**src/sv/trilinear_volume_sampler_top_macros.svh**
```systemverilog
// ---------------------------------------------------------------------------
// Trilinear volume sampler assertion macros
// Concurrent checks used by the top level, empty when synthesizing.
// ---------------------------------------------------------------------------
`ifndef TRILINEAR_VOLUME_SAMPLER_TOP_MACROS_SVH
`define TRILINEAR_VOLUME_SAMPLER_TOP_MACROS_SVH
`ifndef SYNTHESIS
`define TVS_ASSERT_IMP(lbl, clk, rst, a, c) \
  lbl: assert property (@(posedge clk) disable iff (rst) (a) |-> (c)) \
    else $error("tvs implication check failed");
`define TVS_ASSERT_NEVER(lbl, clk, rst, a) \
  lbl: assert property (@(posedge clk) disable iff (rst) !(a)) \
    else $error("tvs exclusion check failed");
`else
`define TVS_ASSERT_IMP(lbl, clk, rst, a, c)
`define TVS_ASSERT_NEVER(lbl, clk, rst, a)
`endif
`endif

```
**src/sv/tvs_pkg.sv**
```systemverilog
// ---------------------------------------------------------------------------
// Trilinear volume sampler package
// Shared widths, defaults and register indexes.
// ---------------------------------------------------------------------------
`default_nettype none
package tvs_pkg;
  localparam int MAX_DIM_DEF     = 64;
  localparam int SAMPLE_BITS_DEF = 16;
  localparam int COORD_FRAC_DEF  = 16;
  localparam int RES_BITS        = 7;
  localparam int ADDR_BITS       = 18;
  localparam int VALUE_BITS      = 16;
  localparam int COORD_BITS      = 17;
  localparam int CFG_IDX_BITS    = 2;
  localparam int N_CORNER        = 8;
  localparam int PIPE_LAT        = 9;
  localparam logic [CFG_IDX_BITS-1:0] CFG_RES_X = 2'd0;
  localparam logic [CFG_IDX_BITS-1:0] CFG_RES_Y = 2'd1;
  localparam logic [CFG_IDX_BITS-1:0] CFG_RES_Z = 2'd2;
  localparam logic FUNC_WRITE  = 1'b0;
  localparam logic FUNC_SAMPLE = 1'b1;
endpackage
`default_nettype wire

```
**src/sv/tvs_lerp.sv**
```systemverilog
// ---------------------------------------------------------------------------
// Lerp stage
// Registered a + (b - a) * f with round half up.
// ---------------------------------------------------------------------------
`default_nettype none
module tvs_lerp import tvs_pkg::*; #(
  parameter int SB         = SAMPLE_BITS_DEF,
  parameter int COORD_FRAC = COORD_FRAC_DEF
) (
  input  wire logic                  clk,
  input  wire logic [SB-1:0]         a,
  input  wire logic [SB-1:0]         b,
  input  wire logic [COORD_FRAC-1:0] f,
  output logic [SB-1:0]              q
);
  localparam int TW = SB + COORD_FRAC + 3;
  localparam logic [TW-1:0] HALF = TW'(1) << (COORD_FRAC - 1);

  logic signed [SB:0]            d;
  logic signed [COORD_FRAC:0]    fs;
  logic signed [SB+COORD_FRAC+1:0] prod;
  logic [TW-1:0]                 t;

  always_comb begin
    d = {b[SB-1], b} - {a[SB-1], a};
    fs = {1'b0, f};
    prod = d * fs;
    t = {{3{a[SB-1]}}, a, {COORD_FRAC{1'b0}}} + {prod[SB+COORD_FRAC+1], prod} + HALF;
  end

  always_ff @(posedge clk) begin
    q <= t[COORD_FRAC+SB-1:COORD_FRAC];
  end
endmodule
`default_nettype wire

```
**config.mk**
```make
export PLATFORM = sky130hd
export DESIGN_NAME = tvs_lerp
export DESIGN_NICKNAME = d
export VERILOG_FILES = /design/src/sv/trilinear_volume_sampler_top_macros.svh /design/src/sv/tvs_pkg.sv /design/src/sv/tvs_lerp.sv
export SDC_FILE = /design/constraint.sdc
export NUM_CORES = 1
export LEC_CHECK = 0
export BUFFER_PORTS_ARGS = -buffer_cell sky130_fd_sc_hd__clkbuf_2
export CAP_MARGIN = 25
export CELL_PAD_IN_SITES_DETAIL_PLACEMENT = 1
export CELL_PAD_IN_SITES_GLOBAL_PLACEMENT = 1
export CORE_ASPECT_RATIO = 0.9
export CORE_MARGIN = 4
export CORE_UTILIZATION = 51
export DETAILED_ROUTE_END_ITERATION = 16
export MAX_ROUTING_LAYER = met4
export PLACE_DENSITY_LB_ADDON = 0.2
export SLEW_MARGIN = 20
export SYNTH_ARGS = -nofsm -noshare
export SYNTH_HDL_FRONTEND = slang
export SYNTH_SLANG_ARGS = --single-unit
```
**constraint.sdc**
```tcl
create_clock -name clk -period 11.7 [get_ports clk]
set_input_delay 2.34 -clock clk [delete_from_list [all_inputs] [get_ports clk]]
set_output_delay 2.34 -clock clk [all_outputs]
set_load 0.02 [all_outputs]
```
==> metrics <==
Storage cell area between 300 and 400 µm²; cts repair resizes 0; YS warnings 0; Initial Utilization between 50% and 60%; # Max-Cap Violations 0; buffer levels on the longest clock path 2; initial antenna violation count 0; RSZ-0062 raised after global routing no; final global-route overflow total 0; Synthesized Nets around 1800; setup-violating endpoint count in the final report 0; Ant. Diodes 0; IO Count 65; crit path DAT between 10 and 15 ns; Final Non-Filler Cells roughly 1700; Crit-path slowest cell xnor2_1; fin crit period roughly 10 ns; Horiz. Die Dim between 150 and 200 µm; I/O Buffers between 60 and 70; Placed Area between 10000 and 15000 µm²; top flop regs q (16); Wirelength per Cell 19.5 µm; layout cells sized above 1 approximately 9.1%; CTS root buf clkbuf_16; Pre-Repair DR Iteration Count 4; Syn Area/Cell about 9 µm²; Synth Area in XOR/XNOR 4.03%; FP Rows 53; clock sink count 16; top area cells in the synthesized netlist fa_1, inv_1, ha_1; fillers between 2000 and 3000; Hold Fails Final Rpt 0; Final ANT Viol Nets 0; Multi-input gate area between 10000 and 15000 µm²; die area 26400 µm²; ys flop type dfxtp_1; crit path max fanout 23; crit path kind input port to flip-flop; Vias/cell about 5.2; max_slew headroom a little under 40%; Synth Area in Compound Gates roughly 6.4%; period utilization roughly 89%; Synth Cell Area about 12000 µm²; measured slew at the worst slew-check pin between 0.9 and 1 ns; Crit. End Element flip-flop; Post-Synth Adder-Cell Area around three fifths; cells after synthesis between 1000 and 1500; fin. max-slew vios 0; Post-synth EDFFs 0; Die Height 155 µm; setup_tns 0 ns; post-synthesis simple-gate area fraction between 10% and 20%; Hold Crit Class input port to flip-flop; crit path launch type input port; outcome finished, final reports clean; TritonCTS buffer count 3; post-CTS setup buffers 0; Largest register FFs 16; top cell type's share of synthesized area between 40 and 50%; post-synthesis sequential area ratio 2.63%; first-pass GRT wire length around 53000 µm; core area between 20000 and 25000 µm²; vias in the first global route roughly 10000; Max Clk Rate 96.0 MHz; hold_buf cts 0; Final nets 1809; H-tree depth 1; Yosys top cell by area fa_1; CTS tree done; initial DRC count approximately 350; Netlist cell types 71; largest net degree at the start of global routing 24; drt total wl about 33000 µm; fraction of registers with async set/reset 0%; placed insts between 1500 and 2000; Seq cells post-synth 16; routability cong. approximately 0.85; mux share of post-synthesis cell area less than 1%; critical path's largest stage delay about 0.57 ns; Clock Pin Slew Worst Setup and Hold Paths 0.05 ns; Final Cell Area 12900 µm²; CP Data Required Time roughly 12 ns; via count around 8700; Reg with most FFs q; P&R area growth vs syn 6.13%; DRC 0; main combinational cell family by area after synthesis adder cells; post-DP HPWL ~29000 µm; total global-route track usage 26.6%
[worst max-delay path, delay by kind of cell]
family                   cells  cell delay [ns]
AO/OA/AOI/OAI                7             1.49
XOR/XNOR                     4             1.13
adder cells (fa/ha/maj)      8             3.10
buffers and inverters        4             0.39
AND/OR/NAND/NOR              8             2.06
[through the flow]
step           setup slack [ns]  hold slack, ns  util, %
6_report                   1.28            3.00     55.2
5_1_grt                   0.683            3.04     55.2
4_1_cts                    1.23            2.98     55.2
3_5_place_dp              0.996            2.76     54.8
3_3_place_gp               1.28            2.76     54.8
2_1_floorplan              1.80            2.68        -
[cell usage after synthesis, types with 2 or more instances]
cell type  count
a311oi_1       2
nand2b_1      17
a21oi_1       21
a21o_1         3
o21ai_1        2
clkbuf_1      34
o21a_1         5
o211ai_2       2
nor3b_1        2
nor2b_1       26
dfxtp_1       16
a31oi_1        3
o21ai_0        5
nor3_1         6
ha_1         112
or4_1          2
nand3_1        9
xor2_1        17
and2b_1        6
o31ai_1       12
a21oi_2        2
a22o_1         4
o31a_2         6
nor2_1        19
inv_1        374
and2_1       125
a211oi_1       2
and3_1         4
or2_2          3
or2_1          2
o31a_1         3
nand3b_1       7
xnor2_1       39
fa_1         283
o211ai_1       2
nor4_2         2
a22oi_1        2
buf_2          3
buf_6          4
a2111oi_4      2
nand2_1       92
and3b_1        9
[area by class of cell]
type | count | area share, %
Tap cell | 302 | 2.92
Clock buffer | 4 | 0.687
Inverter | 376 | 10.9
Multi-Input combinational cell | 885 | 79.4
Sequential cell | 16 | 2.48
Timing Repair Buffer | 83 | 3.58
[worst paths after layout]
kind	from	to	slack [ns]	depth (start not counted)
max	a[0]	q[15]$_DFF_P_	1.28	31
min	b[15]	q[15]$_DFF_P_	3.00	6
[cells by family (layout without fill, tap and decap cells)]
kind of cell / count (synthesis) / after routing
compound gates: 95 / 95
xor+xnor: 56 / 56
fa+ha+maj: 395 / 395
buf+inv: 419 / 463
flops: 16 / 16
mux: 1 / 1
simple gates: 338 / 338
[routing by layer]
layer | global-route usage (%) | wire, µm | vias to the layer above
li1 | - | - | 3947
met1 | 37.2 | 14400 | 4550
met2 | 43.1 | 15600 | 179
met3 | 3.25 | 2180 | 29
met4 | 4.00 | 391 | 0
met5 | - | 0 | -
[placed cells by master, fill, tap and decap left out, drive strengths merged, types with 4 or more instances in the layout]
master  instances
and3b           9
ha            112
o21a            6
o21ai           9
xor2           17
nor2b          27
nand2          92
buf            19
and3            4
a21oi          24
xnor2          39
clkbuf         68
a211oi          4
nor2           20
o31ai          13
and2b           6
o211ai          4
nand2b         17
nor3            7
inv           375
or2             5
fa            283
nand3b          7
nand3          10
a22o            4
a21o            4
and2          125
dfxtp          16
o31a            9
Power is left out: the tool's default activity adds up to more than one toggle a clock period on the data nets, which glitch-free logic cannot reach.
