`src/sv/trilinear_volume_sampler_top_macros.svh`:
```
// ---------------------------------------------------------------------------
// Trilinear volume sampler assertion macros
// Concurrent checks used by the top level, empty when synthesizing.
// ---------------------------------------------------------------------------
`ifndef TRILINEAR_VOLUME_SAMPLER_TOP_MACROS_SVH
`define TRILINEAR_VOLUME_SAMPLER_TOP_MACROS_SVH
`ifndef SYNTHESIS
`define TVS_ASSERT_IMP(lbl, clk, rst, a, c) \
  lbl: assert property (@(posedge clk) disable iff (rst) (a) |-> (c)) \
    else $error("tvs implication check failed");
`define TVS_ASSERT_NEVER(lbl, clk, rst, a) \
  lbl: assert property (@(posedge clk) disable iff (rst) !(a)) \
    else $error("tvs exclusion check failed");
`else
`define TVS_ASSERT_IMP(lbl, clk, rst, a, c)
`define TVS_ASSERT_NEVER(lbl, clk, rst, a)
`endif
`endif

```
`src/sv/tvs_pkg.sv`:
```
// ---------------------------------------------------------------------------
// Trilinear volume sampler package
// Shared widths, defaults and register indexes.
// ---------------------------------------------------------------------------
`default_nettype none
package tvs_pkg;
  localparam int MAX_DIM_DEF     = 64;
  localparam int SAMPLE_BITS_DEF = 16;
  localparam int COORD_FRAC_DEF  = 16;
  localparam int RES_BITS        = 7;
  localparam int ADDR_BITS       = 18;
  localparam int VALUE_BITS      = 16;
  localparam int COORD_BITS      = 17;
  localparam int CFG_IDX_BITS    = 2;
  localparam int N_CORNER        = 8;
  localparam int PIPE_LAT        = 9;
  localparam logic [CFG_IDX_BITS-1:0] CFG_RES_X = 2'd0;
  localparam logic [CFG_IDX_BITS-1:0] CFG_RES_Y = 2'd1;
  localparam logic [CFG_IDX_BITS-1:0] CFG_RES_Z = 2'd2;
  localparam logic FUNC_WRITE  = 1'b0;
  localparam logic FUNC_SAMPLE = 1'b1;
endpackage
`default_nettype wire

```
`src/sv/tvs_axis.sv`:
```
// ---------------------------------------------------------------------------
// Axis split
// Clamps one coordinate, scales it by resolution minus one and splits it
// into lower cell, upper cell and fraction over two register stages.
// ---------------------------------------------------------------------------
`default_nettype none
module tvs_axis import tvs_pkg::*; #(
  parameter int MAX_DIM    = MAX_DIM_DEF,
  parameter int COORD_FRAC = COORD_FRAC_DEF
) (
  input  wire logic                         clk,
  input  wire logic [COORD_FRAC:0]          c,
  input  wire logic [$clog2(MAX_DIM+1)-1:0] rm,
  output logic [$clog2(MAX_DIM)-1:0]        lo,
  output logic [$clog2(MAX_DIM)-1:0]        hi,
  output logic [COORD_FRAC-1:0]             fr
);
  localparam int DW = $clog2(MAX_DIM + 1);
  localparam int IW = $clog2(MAX_DIM);
  localparam int EW = COORD_FRAC + 1;
  localparam int PW = COORD_FRAC + 1 + DW;
  localparam logic [EW-1:0] ONE = EW'(1) << COORD_FRAC;

  logic [EW-1:0]         c_ext;
  logic [COORD_FRAC:0]   cc;
  logic [PW-1:0]         pos;
  logic [DW:0]           lo_raw;
  logic [DW-1:0]         lo_cl;
  logic [DW:0]           lo_inc;

  always_comb begin
    c_ext = EW'(c);
    cc = (c_ext > ONE) ? ONE[COORD_FRAC:0] : c_ext[COORD_FRAC:0];
    lo_raw = pos[PW-1:COORD_FRAC];
    lo_cl = (lo_raw > {1'b0, rm}) ? rm : lo_raw[DW-1:0];
    lo_inc = {1'b0, lo_cl} + (DW+1)'(1);
  end

  always_ff @(posedge clk) begin
    pos <= PW'(cc * rm);
    lo <= lo_cl[IW-1:0];
    hi <= (lo_inc < {1'b0, rm}) ? lo_inc[IW-1:0] : rm[IW-1:0];
    fr <= pos[COORD_FRAC-1:0];
  end
endmodule
`default_nettype wire

```
`config.mk`:
```
export PLATFORM = sky130hd
export DESIGN_NAME = tvs_axis
export DESIGN_NICKNAME = d
export VERILOG_FILES = /design/src/sv/trilinear_volume_sampler_top_macros.svh /design/src/sv/tvs_pkg.sv /design/src/sv/tvs_axis.sv
export SDC_FILE = /design/constraint.sdc
export NUM_CORES = 1
export LEC_CHECK = 0
export ABC_CLOCK_PERIOD_IN_PS = 13040
export BUFFER_PORTS_ARGS = -buffer_cell sky130_fd_sc_hd__buf_2
export CORE_ASPECT_RATIO = 1.75
export CORE_MARGIN = 2
export CORE_UTILIZATION = 55
export DETAILED_ROUTE_END_ITERATION = 12
export PLACE_DENSITY_LB_ADDON = 0.25
export SYNTH_ARGS = -nofsm -noshare
export SYNTH_HDL_FRONTEND = slang
export SYNTH_SLANG_ARGS = --single-unit
export TNS_END_PERCENT = 1
```
`constraint.sdc`:
```
create_clock -name clk -period 13.04 [get_ports clk]
set_input_delay 0.652 -clock clk [delete_from_list [all_inputs] [get_ports clk]]
set_output_delay 0.652 -clock clk [all_outputs]
set_load 0.005 [all_outputs]
```
==> reports/qor.csv <==
stage,metric,value,unit
placed_design,# port buffers,52,
yosys,flip-flop and latch count after synthesis,52,
sta,Setup TNS,0,ns
finish,layout cells sized above 1,0.1170,
finish,Non-Filler Instances,766,
clock_network,hold buffer count at CTS,0,
sta,Final Max Tran Viols,0,
global_routing,first-pass GRT wire length,19950,um
die,Die W,79.37,um
routing,metal2 WL,6218,um
sta,Fmax,0.1523,GHz
yosys,Syn Area/Cell,9.267,sq um
die,Row Count,48,
setup_path,reg2reg start,pos[21],
clock_network,# Post-CTS Setup Buffers,0,
finish,P&R area growth vs syn,9.817,%
routing,# DRC,0,
clock_network,Sink Count,52,
sta,Final Setup Violations,0,
placed_design,GPL Wtd Cong,0.9261,
yosys,sequential fraction of the synthesis area,0.1904,
placed_design,DP Wirelength,9726,um
pwr,Pwr per Cell Area,140.0,nW/um^2
finish,final instance area,6005,sq um
routing,antenna-violating nets left,0,
setup_path,r2r setup slk,8.21,ns
clock_network,CTS tree,done,
yosys,Synth Area in Compound Gates,0.08673,
sta,RSZ-0062 raised after global routing,no,
yosys,post-synthesis simple-gate area fraction,0.1947,
clock_network,CTS Buffer Depth,2,
die,Die ar.,10790,sq um
setup_path,Setup CP Type,input port to register,
yosys,"Top FF cell, synth",dfxtp_1,
routing,Via Count,4177,
clock_network,Num CTS Buffers,5,
clock_network,Clock Tree Root,clkbuf_16,
die,Core ar.,9789,sq um
yosys,Adder-Cell Fraction of Synth Area,0.3991,
yosys,syn_nets,745,
placed_design,DP Area,5852,sq um
clock_network,PostCTS Resize Cnt,0,
setup_path,CP max FO,16,
outcome,status,finished clean,
yosys,post-synthesis cell area,5468,sq um
setup_path,Startpoint Class,input port,
finish,fillcell total,871,
setup_path,Crit. End Element,register,
sta,Worst Max-Slew Pin Slew,0.9776,ns
hold_path,Hold Path Origin,pos[14],
routing,top layer in use,met4,
yosys,Post-synth EDFFs,0,
sta,Layout Skew,0.007633,ns
yosys,post-synthesis mux area share,0.02357,
global_routing,total gr overflow,0,
hold_path,worst hold endpoint,fr[14],
yosys,asr flop ratio synth,0,
yosys,Post-Synth XOR/XNOR Area,0.03844,
routing,First DRT Iteration DRCs,154,
routing,metal3 WL,352,um
hold_path,worst hold path type,register to register,
finish,Final nets,795,
hold_path,WHS Path Cells,0,
routing,wire length per cell,15.17,um
setup_path,WP data required,13.22,ns
global_routing,GRT Total Usage,0.2349,
flow_run,Max Cap Violations,0,
die,Top Ports,53,
die,Initial Util,0.5585,
pwr,Max rail drop VDD,0.0001270,V
global_routing,initial antenna violation count,0,
global_routing,pin count of the biggest net entering global routing,22,
global_routing,vias in the first global route,4407,
routing,Post-Route WL,11620,um
clock_network,H-tree depth,2,
placed_design,placed cells,758,
routing,first drt pass iteration count,4,
yosys,unique cell type count in the Yosys netlist,48,
setup_path,Crit path arrival time,6.75,ns
yosys,"Warnings, synthesis",0,
clock_network,Clock transition at path regs,0.07,ns
yosys,largest family of logic cells by synthesized area,adder cells,
pwr,static leakage,3.090,nW
routing,routed metal-1 wirelength,4656,um
setup_path,r2r endpoint,hi[3],
pwr,power consumption,0.0008406,W
sta,Final period util,0.5037,
finish,n_diodes,0,
setup_path,Register-to-Register Path Depth,19,
sta,fin crit period,6.568,ns
clock_network,worst skew pair latency,0.29,ns
sta,Slew HR,0.3459,
sta,final hold violations,0,
die,die height,135.9,um
yosys,cell count after synthesis,590,
routing,Vias per Instance,5.453,
==> worst max-delay path by stage <==
stage | startpoint | to | slack (ns) | cells past startpoint
6_report | c[4] | pos[22] | 6.47 | 20
5_1_grt | c[5] | pos[22] | 6.11 | 20
4_1_cts | c[4] | pos[17] | 6.44 | 20
3_5_place_dp | c[4] | pos[17] | 6.16 | 20
3_3_place_gp | c[4] | pos[17] | 6.38 | 20
2_1_floorplan | c[15] | pos[17] | 7.22 | 20
==> kinds of logic (layout without fill, tap and decap cells) <==
group           count (synthesis)  after routing
compound gates                 71             71
xor+xnor                       24             24
fa+ha+maj                     130            130
buf+inv                        97            148
flops                          52             52
mux                            12             12
simple gates                  204            204
==> metrics by stage <==
step	util	hold WS [ns]	worst slack, ns
final	0.6134	0.3262	6.472
after global placement	0.5978	0.3111	6.383
after CTS	0.6134	0.3270	6.445
after global routing	0.6134	0.3307	6.114
after floorplan	-	0.3096	7.216
after detailed placement	0.5978	0.3121	6.159
==> synth_stat cells (2+ instances only) <==
master    number  area share
a21o_1         9       0.012
a21oi_1       21       0.019
a311o_1        2      0.0037
a31oi_1        4      0.0046
a41oi_1        2      0.0032
and2_1        83       0.095
buf_2          2      0.0018
clkbuf_1       8      0.0055
dfxtp_1       52        0.19
fa_1          74        0.27
ha_1          56        0.13
inv_1         87       0.060
mux2_2         7       0.014
mux2i_1        5      0.0092
nand2_1       50       0.034
nand3_1       13       0.012
nor2_1        37       0.025
nor2b_1        4      0.0046
nor3_1         4      0.0037
nor4_1         5      0.0057
o21ai_0       16       0.015
xnor2_1       16       0.026
xor2_1         8       0.013
==> worst max-delay path, stage by stage <==
cell,delay (ns)
buf_2,0.14
nor4_1,0.39
a41oi_1,0.36
nor2_1,0.83
nand2_1,0.20
fa_1,0.56
fa_1,0.54
inv_1,0.06
fa_1,0.53
inv_1,0.05
fa_1,0.52
inv_1,0.04
ha_1,0.35
a21o_1,0.18
a221oi_2,0.10
o21ai_1,0.42
nand3_1,0.13
a31oi_1,0.29
nor4_1,0.08
a311o_1,0.32
==> report_power, final <==
group          internal, W  switching [W]
combinational     0.000205       0.000251
clock            0.0000728      0.0000592
sequential        0.000230      0.0000236
total             0.000507       0.000333
==> placed cells by master, fill, tap and decap left out, types with 2 or more instances in the layout <==
cell type  instances
a21o_1             9
inv_1             87
nor3_1             4
and2_1            83
a311o_1            2
buf_2             52
nor2_1            37
ha_1              56
xor2_1             8
o21ai_0           16
clkbuf_16          5
nor2b_1            4
fa_1              74
nor4_1             5
nand3_1           13
xnor2_1           16
a31oi_1            4
a21oi_1           21
dfxtp_1           52
a41oi_1            2
mux2_2             7
mux2i_1            5
nand2_1           50
==> sequential cells by signal, summed over array words and instances, names as in the netlist <==
register and flops:
pos 24, lo 6, hi 6, fr 16
==> cell type report <==
cell class / instances / area [sq um] / share of cell area
clock buffer: 5 / 125.1 / 0.02084
multi-input combinational: 441 / 4060 / 0.6762
tap: 125 / 156.4 / 0.02605
sequential: 52 / 1041 / 0.1734
inverter: 87 / 326.6 / 0.05439
clock inverter: 3 / 27.53 / 0.004584
timing repair buffer: 53 / 267.8 / 0.04459
==> metal layers <==
layer  GRT usage  vias to the layer above
li1            -                     1995
met3     0.01992                       29
met4     0.09770                        0
met5           0                        -
met2      0.4369                      109
met1      0.2718                     2044
No activity file was read; power rests on OpenSTA's default activity.
